## src/rtl/ufem_pkg.sv

```systemverilog
// shared types, constants and the control store of the union-find merger
package ufem_pkg;

	localparam int MAX_NODES = 1024;
	localparam int NODE_W    = $clog2(MAX_NODES);
	localparam int CNT_W     = NODE_W + 1;
	localparam int IN_W      = 24;
	localparam int OUT_W     = 32;

	typedef logic [NODE_W-1:0] node_t;
	typedef logic [CNT_W-1:0]  cnt_t;

	// item kinds on the input side
	localparam logic REQ_INIT = 1'b0;
	localparam logic REQ_EDGE = 1'b1;

	// program steps
	typedef enum logic [3:0] {
		ST_IDLE    = 4'd0,
		ST_A_WRD   = 4'd1,
		ST_A_WCMP  = 4'd2,
		ST_A_CCHK  = 4'd3,
		ST_A_CWR   = 4'd4,
		ST_A_END   = 4'd5,
		ST_B_WRD   = 4'd6,
		ST_B_WCMP  = 4'd7,
		ST_B_CCHK  = 4'd8,
		ST_B_CWR   = 4'd9,
		ST_LINK    = 4'd10,
		ST_CLR     = 4'd11,
		ST_RST_CLR = 4'd12,
		ST_DONE    = 4'd13
	} step_t;

	// parent table access of one step
	typedef enum logic [2:0] {
		MEM_NONE,
		MEM_RD_ROOT,
		MEM_RD_CUR,
		MEM_WR_CUR,
		MEM_WR_SWEEP,
		MEM_WR_LINK
	} mem_op_t;

	// jump conditions: true goes to target, false goes to nxt; dispatch branches on the accepted item
	typedef enum logic [2:0] {
		CND_ALWAYS,
		CND_DISPATCH,
		CND_NOT_ROOT,
		CND_CUR_ROOT,
		CND_SWEEP_MORE,
		CND_OUT_BUSY
	} cond_t;

	// control word fields that drive the datapath
	typedef struct packed {
		logic    take;
		mem_op_t mem_op;
		logic    hop;
		logic    adv;
		logic    ld_b;
		logic    emit;
	} ctl_t;

	typedef struct packed {
		ctl_t  ctl;
		cond_t cond;
		step_t target;
		step_t nxt;
	} ucode_t;

	// datapath status seen by the sequencer
	typedef struct packed {
		logic in_fire;
		logic is_init;
		logic bad;
		logic not_root;
		logic cur_root;
		logic sweep_more;
		logic out_busy;
	} sts_t;

	function automatic ucode_t uw(logic take, mem_op_t mem_op, logic hop, logic adv,
			logic ld_b, logic emit, cond_t cond, step_t target, step_t nxt);
		ucode_t w;
		w.ctl.take   = take;
		w.ctl.mem_op = mem_op;
		w.ctl.hop    = hop;
		w.ctl.adv    = adv;
		w.ctl.ld_b   = ld_b;
		w.ctl.emit   = emit;
		w.cond       = cond;
		w.target     = target;
		w.nxt        = nxt;
		return w;
	endfunction

	// control store
	function automatic ucode_t ucode(step_t s);
		ucode_t w;
		case (s)
			ST_IDLE:    w = uw(1'b1, MEM_NONE, 1'b0, 1'b0, 1'b0, 1'b0,
				CND_DISPATCH, ST_IDLE, ST_IDLE);
			ST_A_WRD:   w = uw(1'b0, MEM_RD_ROOT, 1'b0, 1'b0, 1'b0, 1'b0,
				CND_ALWAYS, ST_A_WCMP, ST_A_WCMP);
			ST_A_WCMP:  w = uw(1'b0, MEM_NONE, 1'b1, 1'b0, 1'b0, 1'b0,
				CND_NOT_ROOT, ST_A_WRD, ST_A_CCHK);
			ST_A_CCHK:  w = uw(1'b0, MEM_RD_CUR, 1'b0, 1'b0, 1'b0, 1'b0,
				CND_CUR_ROOT, ST_A_END, ST_A_CWR);
			ST_A_CWR:   w = uw(1'b0, MEM_WR_CUR, 1'b0, 1'b1, 1'b0, 1'b0,
				CND_ALWAYS, ST_A_CCHK, ST_A_CCHK);
			ST_A_END:   w = uw(1'b0, MEM_NONE, 1'b0, 1'b0, 1'b1, 1'b0,
				CND_ALWAYS, ST_B_WRD, ST_B_WRD);
			ST_B_WRD:   w = uw(1'b0, MEM_RD_ROOT, 1'b0, 1'b0, 1'b0, 1'b0,
				CND_ALWAYS, ST_B_WCMP, ST_B_WCMP);
			ST_B_WCMP:  w = uw(1'b0, MEM_NONE, 1'b1, 1'b0, 1'b0, 1'b0,
				CND_NOT_ROOT, ST_B_WRD, ST_B_CCHK);
			ST_B_CCHK:  w = uw(1'b0, MEM_RD_CUR, 1'b0, 1'b0, 1'b0, 1'b0,
				CND_CUR_ROOT, ST_LINK, ST_B_CWR);
			ST_B_CWR:   w = uw(1'b0, MEM_WR_CUR, 1'b0, 1'b1, 1'b0, 1'b0,
				CND_ALWAYS, ST_B_CCHK, ST_B_CCHK);
			ST_LINK:    w = uw(1'b0, MEM_WR_LINK, 1'b0, 1'b0, 1'b0, 1'b0,
				CND_ALWAYS, ST_DONE, ST_DONE);
			ST_CLR:     w = uw(1'b0, MEM_WR_SWEEP, 1'b0, 1'b0, 1'b0, 1'b0,
				CND_SWEEP_MORE, ST_CLR, ST_DONE);
			ST_RST_CLR: w = uw(1'b0, MEM_WR_SWEEP, 1'b0, 1'b0, 1'b0, 1'b0,
				CND_SWEEP_MORE, ST_RST_CLR, ST_IDLE);
			ST_DONE:    w = uw(1'b0, MEM_NONE, 1'b0, 1'b0, 1'b0, 1'b1,
				CND_OUT_BUSY, ST_DONE, ST_IDLE);
			default:    w = uw(1'b0, MEM_NONE, 1'b0, 1'b0, 1'b0, 1'b0,
				CND_ALWAYS, ST_IDLE, ST_IDLE);
		endcase
		return w;
	endfunction

endpackage

```

## src/rtl/ufem_seq.sv

```systemverilog
// step counter and control store readout of the union-find merger
module ufem_seq
	import ufem_pkg::*;
(
	input  logic clk,
	input  logic arst_n,
	input  sts_t sts,
	output ctl_t ctl
);

	step_t  pc_q;
	step_t  pc_d;
	ucode_t word;
	logic   hit;

	assign word = ucode(pc_q);
	assign ctl  = word.ctl;

	// condition select
	always_comb begin
		case (word.cond)
			CND_ALWAYS:     hit = 1'b1;
			CND_NOT_ROOT:   hit = sts.not_root;
			CND_CUR_ROOT:   hit = sts.cur_root;
			CND_SWEEP_MORE: hit = sts.sweep_more;
			CND_OUT_BUSY:   hit = sts.out_busy;
			default:        hit = 1'b0;
		endcase
	end

	// next step, with the multiway branch on an accepted item
	always_comb begin
		if (word.cond == CND_DISPATCH) begin
			if (!sts.in_fire) begin
				pc_d = ST_IDLE;
			end else if (sts.is_init) begin
				pc_d = ST_CLR;
			end else if (sts.bad) begin
				pc_d = ST_DONE;
			end else begin
				pc_d = ST_A_WRD;
			end
		end else begin
			pc_d = hit ? word.target : word.nxt;
		end
	end

	// step counter, starts in the clearing pass
	always_ff @(posedge clk or negedge arst_n) begin
		if (!arst_n) begin
			pc_q <= ST_RST_CLR;
		end else begin
			pc_q <= pc_d;
		end
	end

endmodule

```

## config.mk

```make
export PLATFORM = sky130hd
export DESIGN_NAME = ufem_seq
export DESIGN_NICKNAME = d
export VERILOG_FILES = /design/src/rtl/ufem_pkg.sv /design/src/rtl/ufem_seq.sv
export SDC_FILE = /design/constraint.sdc
export NUM_CORES = 1
export LEC_CHECK = 0
export BUFFER_PORTS_ARGS = -buffer_cell sky130_fd_sc_hd__buf_2
export CAP_MARGIN = 0
export CORE_MARGIN = 10
export CORE_UTILIZATION = 50
export CTS_CLUSTER_DIAMETER = 150
export CTS_CLUSTER_SIZE = 10
export DETAILED_ROUTE_END_ITERATION = 8
export PLACE_DENSITY = 0.71
export REMOVE_ABC_BUFFERS = 1
export SYNTH_ARGS = -nofsm -noshare
export SYNTH_HDL_FRONTEND = slang
export SYNTH_SLANG_ARGS = --single-unit
export TNS_END_PERCENT = 30
```

## constraint.sdc

```tcl
create_clock -name clk -period 5 [get_ports clk]
set_input_delay 1 -clock clk [delete_from_list [all_inputs] [get_ports clk]]
set_output_delay 1 -clock clk [all_outputs]
set_load 0.05 [all_outputs]
```

==> results of run 1 <==
==> cell usage after synthesis, drive strengths merged (3+ instances only) <==
| cell type | count |
|---|---|
| o211ai | 6 |
| a21oi | 7 |
| a31oi | 3 |
| mux2 | 3 |
| a2111oi | 3 |
| nand3 | 3 |
| o21ai | 6 |
| ha | 6 |
| clkbuf | 3 |
| buf | 3 |
| nand2 | 6 |
| inv | 6 |
| and2 | 4 |
| mux2i | 6 |
| nand2b | 5 |
| nor2b | 5 |
==> through the flow <==
stage	util (%)	cells
after detailed placement	58.2	127
final	59.7	130
after global placement	58.2	127
after global routing	59.7	130
after CTS	59.7	130
after floorplan	-	95
==> cells by family (layout without fill, tap and decap cells) <==
family / after synthesis / in the layout / share of synthesized area (%)
buf+inv: 12 / 25 / 6.92
flops: 4 / 4 / 12.3
compound gates: 37 / 37 / 33.5
simple gates: 33 / 33 / 24.5
fa+ha+maj: 6 / 6 / 9.02
mux: 9 / 9 / 13.7
==> placed cells by master (no fill, tap or decap), types with 3 or more instances in the layout <==
cell type	synthesis	final
nor2b_1	4	4
nand3_1	3	3
a21oi_1	7	7
a31oi_1	3	3
clkbuf_4	0	3
o211ai_1	6	6
o21ai_0	6	6
nand2_1	6	6
mux2i_1	5	5
buf_2	1	16
inv_1	6	6
ha_1	6	6
and2_1	4	4
nand2b_1	5	5
==> critical path, delay by kind of cell (launching register included) <==
kind	cells	cell delay (ns)
AO/OA/AOI/OAI	1	0.23
flip-flops	1	0.76
AND/OR/NAND/NOR	1	0.49
buffers and inverters	1	0.26
==> layout make-up <==
type                            count  area (um2)  area share (%)
Tap cell                           16        20.0            2.18
Inverter                            6        22.5            2.45
Sequential cell                     4         103            11.2
Multi-Input combinational cell     85         672            73.1
Clock buffer                        3        22.5            2.45
Timing Repair Buffer               16        80.1            8.71
==> final timing paths <==
path | cells past startpoint | from | to | slack (ns)
min in group clk | 5 | pc_q[0]$_DFF_PN0_ | pc_q[0]$_DFF_PN0_ | 0.98
min reg2reg | 5 | pc_q[0]$_DFF_PN0_ | pc_q[0]$_DFF_PN0_ | 0.98
max reg2reg | 7 | pc_q[1]$_DFF_PN0_ | pc_q[3]$_DFF_PN1_ | 2.30
min | 1 | arst_n | pc_q[0]$_DFF_PN0_ | 0.56
max in group asynchronous | 1 | arst_n | pc_q[3]$_DFF_PN1_ | 4.23
max | 3 | pc_q[2]$_DFF_PN1_ | ctl[2] | 2.02
==> metal layers <==
layer  share of wire (%)  track usage [%]  vias to the layer above
li1                    -                -                      410
met1                  47             14.7                      373
met2                  46             18.3                       29
met3                 5.9             2.51                        2
met4                 1.0             2.82                        0
met5                   0                0                        -
==> qor.txt, run 1 <==
Outcome - completed
CTS tree - done
I/O Buffers - 16
Post-synthesis sequential area ratio - 12.3%
Netlist cell types - 42
EDFF count, synth - 0
Die span in y - 60.8 um
Placed Instance Area - 897 um2
N_diodes - 0
Clock sink count - 4
Remaining antenna violation count - 0
Synth warn - 0
Biggest register - pc_q
CTS Buf Count - 3
Synth Cell Area - 832 um2
Core Box Area - 0.00154 mm2
# hold bufs at CTS - 0
Clock Path Buffers - 2
DR vias - 814
NumNets Final - 131
Vias in the first global route - 753
Root buffer cell - clkbuf_4
H-tree levels - 1
Top Registers - pc_q: 4 flops
Fin Hold WS - 0.559 ns
Max-slew violation count - 0
HPWL Detailed - 1.61 mm
Tmin final - 2.98 ns
Final hold violation count - 0
Async SR Flop Fraction - 100%
Slew at the pin closest to its max-slew limit - 0.643 ns
Endpoint type of the worst setup path - output pin
Arrival @ worst endpoint - 1.98 ns
Gate Count Post-Synth - 101
Critical path's slowest cell - dfstp_2
Final WS setup - 2.02 ns
Design area - 920 um2
Vias per inst - 6.26
Initial DRC Count - 34
Die W - 60.8 um
Share of cells above drive strength 1 - 27.2%
Die ar. - 0.00370 mm2
Placer Congestion - 0.894
Reg clk slew, reported paths - 0.04 ns
Initial antenna violation count - 0
Largest cells by area after synthesis - ha_1, dfstp_2, dfrtp_1
Worst-Skew Late Latency - 0.23 ns
Mean post-synth cell area - 8.24 um2
Headroom to the max-slew limit - 56.0%
Max reg flops - 4
Crit path cell chain - nor2b_1, a22o_1, buf_2
Post-route DRC - 0
Worst Path Required - 4.00 ns
Final period util - 59.7%
GRT Total Usage - 11.3%
First-pass GRT wire length - 3.35 mm
Final wirelength - 2.07 mm
Commonest register cell after synthesis - dfstp_2
# setup viols final - 0
Ports - 17
Worst Path Max Fanout - 24
Final TNS setup - 0 ns
# Max-Cap Violations - 0
Yosys top cell by area - ha_1
Starting Density - 54.0%
Worst hold-check path type - in2async
Largest net degree at the start of global routing - 29
Max stage delay on crit path - 0.76 ns
P&R area growth vs syn - 10.5%
Fmax achieved - 335 MHz
Yosys top cell area share - 9.02%
Startpoint Class - flip-flop
Row cnt - 14
Buffer count from post-CTS setup fixing - 0
Crit path kind - reg2out
DP Worst Slack - 2.27 ns
FF+latch count, synth - 4
CTS-repair resized insts - 0
Unrepaired setup endpoints after global routing - no
Clock Skew - 0.00561 ns
Grt ovf - 0
Wire per inst - 15.9 um
Drt pass-1 iters - 4
Filler Cells Inserted - 148
Power of run 1 is left out: the tool's default activity adds up to more than one toggle a clock period on the data nets, which glitch-free logic cannot reach.
==> inputs of run 2 (changes only) <==
Clock period 5 ns to 2.8 ns, I/O delays scaled along.
==> run 2 against run 1 <==
Die area stayed put. Cell area is 3.7% higher. Cell count is 3.8% higher. Clock skew hardly changed.
==> qor.txt, run 2 (synthesis gave the netlist of run 1 again) <==
Outcome - completed
Placer Congestion - 0.916 (+2.5%)
Die ar. - 0.00370 mm2 (unchanged)
Final hold violation count - 0 (unchanged)
GRT Total Usage - 12.1% (+0.76 points)
Final wirelength - 2.19 mm (+6.0%)
Wire per inst - 16.2 um (+2.1%)
I/O Buffers - 16 (unchanged)
Reg clk slew, reported paths - 0.04 ns (about the same)
Clock sink count - 4 (unchanged)
P&R area growth vs syn - 14.6%
Vias per inst - 6.04 (-3.6%)
Starting Density - 54.0% (unchanged)
Top Registers - pc_q: 4 flops
Biggest register - pc_q
NumNets Final - 135 (+3.1%)
Slew at the pin closest to its max-slew limit - 0.498 ns (-0.144 ns)
Vias in the first global route - 744 (-1.2%)
Arrival @ worst endpoint - 2.56 ns (+0.58 ns)
Ports - 17 (unchanged)
CTS-repair resized insts - 0 (unchanged)
Tmin final - 2.41 ns
Row cnt - 14 (unchanged)
Most common cell after layout, fill and taps aside - buf_2
# Max-Cap Violations - 0 (unchanged)
Worst Path Max Fanout - 9 (-63%)
HPWL Detailed - 1.71 mm (+6.5%)
Grt ovf - 0 (unchanged)
Crit path kind - reg2reg
Max-slew violation count - 0 (unchanged)
N_diodes - 0 (unchanged)
Buffer count from post-CTS setup fixing - 0 (unchanged)
Core Box Area - 0.00154 mm2 (unchanged)
Clock Path Buffers - 2 (unchanged)
Final TNS setup - 0 ns (unchanged)
Die W - 60.8 um (unchanged)
Initial DRC Count - 20 (-41%)
Share of cells above drive strength 1 - 29.4% (+2.2 points)
Clock Skew - 0.00598 ns (+0.000364 ns)
# setup viols final - 0 (unchanged)
Unrepaired setup endpoints after global routing - no
Remaining antenna violation count - 0 (unchanged)
Root buffer cell - clkbuf_4
Endpoint type of the worst setup path - flip-flop
Drt pass-1 iters - 4 (unchanged)
H-tree levels - 1 (unchanged)
Filler Cells Inserted - 135 (-8.8%)
Post-route DRC - 0 (unchanged)
Worst Path Required - 2.95 ns (-1.05 ns)
DR vias - 815 (+0.12%)
Commonest non-fill, non-tap cells in the layout - buf_2, a21oi_1
First-pass GRT wire length - 3.57 mm (+6.6%)
Die span in y - 60.8 um (unchanged)
Worst-Skew Late Latency - 0.24 ns (about the same)
Largest net degree at the start of global routing - 19 (-34%)
Headroom to the max-slew limit - 65.9% (+9.9 points)
CTS Buf Count - 3 (unchanged)
Final period util - 86.2%
CTS tree - done
# hold bufs at CTS - 0 (unchanged)
Startpoint Class - flip-flop
Worst hold-check path type - in2async
Initial antenna violation count - 0 (unchanged)
Max reg flops - 4 (unchanged)
Fmax achieved - 414 MHz
## run 2: stage by stage
step                hold WS (ns)  std cells  area (um2)  worst slack (ns)  utilization (%)
floorplan                  0.264         95         797             0.206                -
global placement           0.368        131         927             0.456             60.1
detailed placement         0.369        131         927             0.384             60.1
CTS                        0.109        135         953             0.368             61.9
global route               0.120        135         953             0.199             61.9
finish                     0.115        135         953             0.387             61.9
## run 2: worst paths after layout
check                                        from                 to  slack [ns]  cells after the start
max in group asynchronous                  arst_n  pc_q[2]$_DFF_PN1_        2.47                      1
worst min register to register  pc_q[3]$_DFF_PN1_  pc_q[3]$_DFF_PN1_        0.92                      3
min in group clk                           sts[6]  pc_q[0]$_DFF_PN0_        0.60                      3
worst max register to register  pc_q[1]$_DFF_PN0_  pc_q[3]$_DFF_PN1_        0.39                      7
worst max-delay path            pc_q[1]$_DFF_PN0_  pc_q[3]$_DFF_PN1_        0.39                      7
worst min-delay path                       arst_n  pc_q[0]$_DFF_PN0_        0.12                      1
## run 2: worst max-delay path, stage by stage (launching register included)
cell	delay, ns
dfrtp_1	0.48
inv_1	0.14
ha_1	0.27
mux2_4	0.29
mux2i_4	0.25
mux2_4	0.36
a2111oi_1	0.43
nor4_2	0.10
## run 2: per-layer routing
layer / global-route usage [%] / vias up / part of all wire [%]
li1: - / 417 / -
met1: 15.3 / 373 / 46
met2: 19.7 / 19 / 47
met3: 1.46 / 6 / 4.4
met4: 5.64 / 0 / 1.8
met5: 0 / - / 0
## run 2: layout make-up
type	count	area, um2	area share [%]
multi-input combinational	85	672	70.5
timing repair buffer	20	110	11.5
sequential	4	103	10.8
clock buffer	4	26.3	2.76
inverter	6	22.5	2.36
tap	16	20.0	2.10
Power of run 2 is left out for the same reason.
==> inputs of run 3 (changes only) <==
Settings changed: CTS_BUF_LIST set to sky130_fd_sc_hd__clkbuf_8.
==> run 3 against run 2 <==
Fmax is 0.26% lower. Highest routed layer unchanged. Cell area increased by 2.0%. First-iteration DRC count rose by 5.0%. Wire length shrank 0.36%. Core utilization up 1.2 points. Die area unchanged.
==> qor.txt, run 3 (synthesis gave the netlist of run 1 again) <==
Arrival @ worst endpoint - 2.55 ns (about the same)
Worst hold-check path type - in2async
Wire per inst - 16.2 um (-0.36%)
First-pass GRT wire length - 3.62 mm (+1.5%)
Vias per inst - 6.00 (-0.61%)
Row cnt - 14 (unchanged)
Slew at the pin closest to its max-slew limit - 0.470 ns (-0.0281 ns)
Met2 Track Usage GR - 19.8% (+0.15 points)
DR vias - 810 (-0.61%)
Initial DRC Count - 21 (+5.0%)
Share of cells above drive strength 1 - 29.4% (unchanged)
H-tree levels - 1 (unchanged)
Final hold violation count - 0 (unchanged)
Met1 usage - 15.5% (+0.23 points)
Worst path most repeated cell - mux2_4
Placer Congestion - 0.916 (unchanged)
Drt pass-1 iters - 4 (unchanged)
Fin Hold WS - 0.136 ns (+0.0206 ns)
Crit path kind - reg2reg
Worst Path Required - 2.93 ns (-0.02 ns)
Headroom to the max-slew limit - 67.8% (+1.9 points)
CTS-repair resized insts - 0 (unchanged)
# Max-Cap Violations - 0 (unchanged)
Crit path cell chain - inv_1, ha_1, mux2_4, mux2i_4, mux2_4, a2111oi_1, nor4_2
Unrepaired setup endpoints after global routing - no
CP delay by family, top - multiplexers
Top Registers - pc_q: 4 flops
Final period util - 86.4% (+0.22 points)
GRT Total Usage - 12.3% (+0.25 points)
Buf/Inv on CP - 1 (unchanged)
Remaining antenna violation count - 0 (unchanged)
R2R depth - 7 (unchanged)
Worst Path Max Fanout - 9 (unchanged)
Filler Cells Inserted - 132 (-2.2%)
GRT Max-Usage Layer - met2
Clock Path Buffers - 2 (unchanged)
Tmin final - 2.42 ns (+0.00628 ns)
I/O Buffers - 16 (unchanged)
Met3 usage - 2.09% (+0.63 points)
Reg2Reg Setup Slack - 0.38 ns (about the same)
HPWL Detailed - 1.71 mm (unchanged)
# hold bufs at CTS - 0 (unchanged)
Endpoint type of the worst setup path - flip-flop
Startpoint Class - flip-flop
Die span in y - 60.8 um (unchanged)
CTS Buf Count - 3 (unchanged)
Clock sink count - 4 (unchanged)
NumNets Final - 135 (unchanged)
Final TNS setup - 0 ns (unchanged)
Area of the multi-input gates - 672 um2 (unchanged)
CTS tree - done
Die ar. - 0.00370 mm2 (unchanged)
Clock Skew - 0.00534 ns (-0.000637 ns)
Die W - 60.8 um (unchanged)
Max stage delay on crit path - 0.47 ns (about the same)
DP Worst Slack - 0.384 ns (unchanged)
Reg area - 103 um2 (unchanged)
# setup viols final - 0 (unchanged)
Buffer count from post-CTS setup fixing - 0 (unchanged)
Worst reg2reg endpoint - pc_q[3]$_DFF_PN1_
Commonest non-fill, non-tap cells in the layout - buf_2, inv_1, a21oi_1
Largest net degree at the start of global routing - 19 (unchanged)
Biggest register - pc_q
Fmax achieved - 413 MHz (-0.26%)
Initial antenna violation count - 0 (unchanged)
Post-route DRC - 0 (unchanged)
Core Box Area - 0.00154 mm2 (unchanged)
Max-slew violation count - 0 (unchanged)
Cells after DPL - 131 (unchanged)
P&R area growth vs syn - 16.8%
Crit Reg-Reg Startpoint - pc_q[1]$_DFF_PN0_
Critical path's slowest cell - dfrtp_1
Ports - 17 (unchanged)
N_diodes - 0 (unchanged)
Reg clk slew, reported paths - 0.03 ns (about the same)
Worst-Skew Late Latency - 0.22 ns (-0.02 ns)
Final WS setup - 0.380 ns (-0.00628 ns)
Grt ovf - 0 (unchanged)
Most common cell after layout, fill and taps aside - buf_2
Starting Density - 54.0% (unchanged)
Non-filler cells, final - 135 (unchanged)
Outcome - completed
Root buffer cell - clkbuf_8
Vias in the first global route - 754 (+1.3%)
Max reg flops - 4 (unchanged)
Final wirelength - 2.18 mm (-0.36%)
[run 3: cell types whose count changed in the layout (fill, tap and decap cells not counted)]
cell | previous run | this run
clkbuf_8 | 0 | 3
inv_1 | 6 | 7
clkbuf_1 | 1 | 0
clkbuf_4 | 3 | 0
[run 3: stage by stage]
stage               util (%)  cell area [um2]
global route            63.1              972
detailed placement      60.1              927
finish                  63.1              972
CTS                     63.1              972
global placement        60.1              927
floorplan                  -              797
[run 3: cell type report]
cell class	count	area share [%]
Timing Repair Buffer	20	11.3
Tap cell	16	2.06
Sequential cell	4	10.6
Multi-Input combinational cell	85	69.1
Clock buffer	3	4.25
Clock inverter	1	0.386
Inverter	6	2.32
[run 3: routing by layer]
layer	vias to the layer above	part of all wire [%]	routed length (um)
met5	-	0	0
met4	0	1.8	40
met3	5	4.7	102
met2	21	47	1030
met1	368	46	1010
li1	416	-	-
[run 3: how the worst max path moves through the flow]
stage | start | end | slack, ns | cells after the start
2_1_floorplan | pc_q[1]$_DFF_PN0_ | ctl[4] | 0.21 | 4
3_3_place_gp | pc_q[1]$_DFF_PN0_ | pc_q[3]$_DFF_PN1_ | 0.46 | 7
3_5_place_dp | pc_q[1]$_DFF_PN0_ | pc_q[3]$_DFF_PN1_ | 0.38 | 7
4_1_cts | pc_q[1]$_DFF_PN0_ | pc_q[3]$_DFF_PN1_ | 0.37 | 7
5_1_grt | pc_q[1]$_DFF_PN0_ | pc_q[3]$_DFF_PN1_ | 0.20 | 7
6_report | pc_q[1]$_DFF_PN0_ | pc_q[3]$_DFF_PN1_ | 0.38 | 7
Power of run 3 is left out for the same reason.
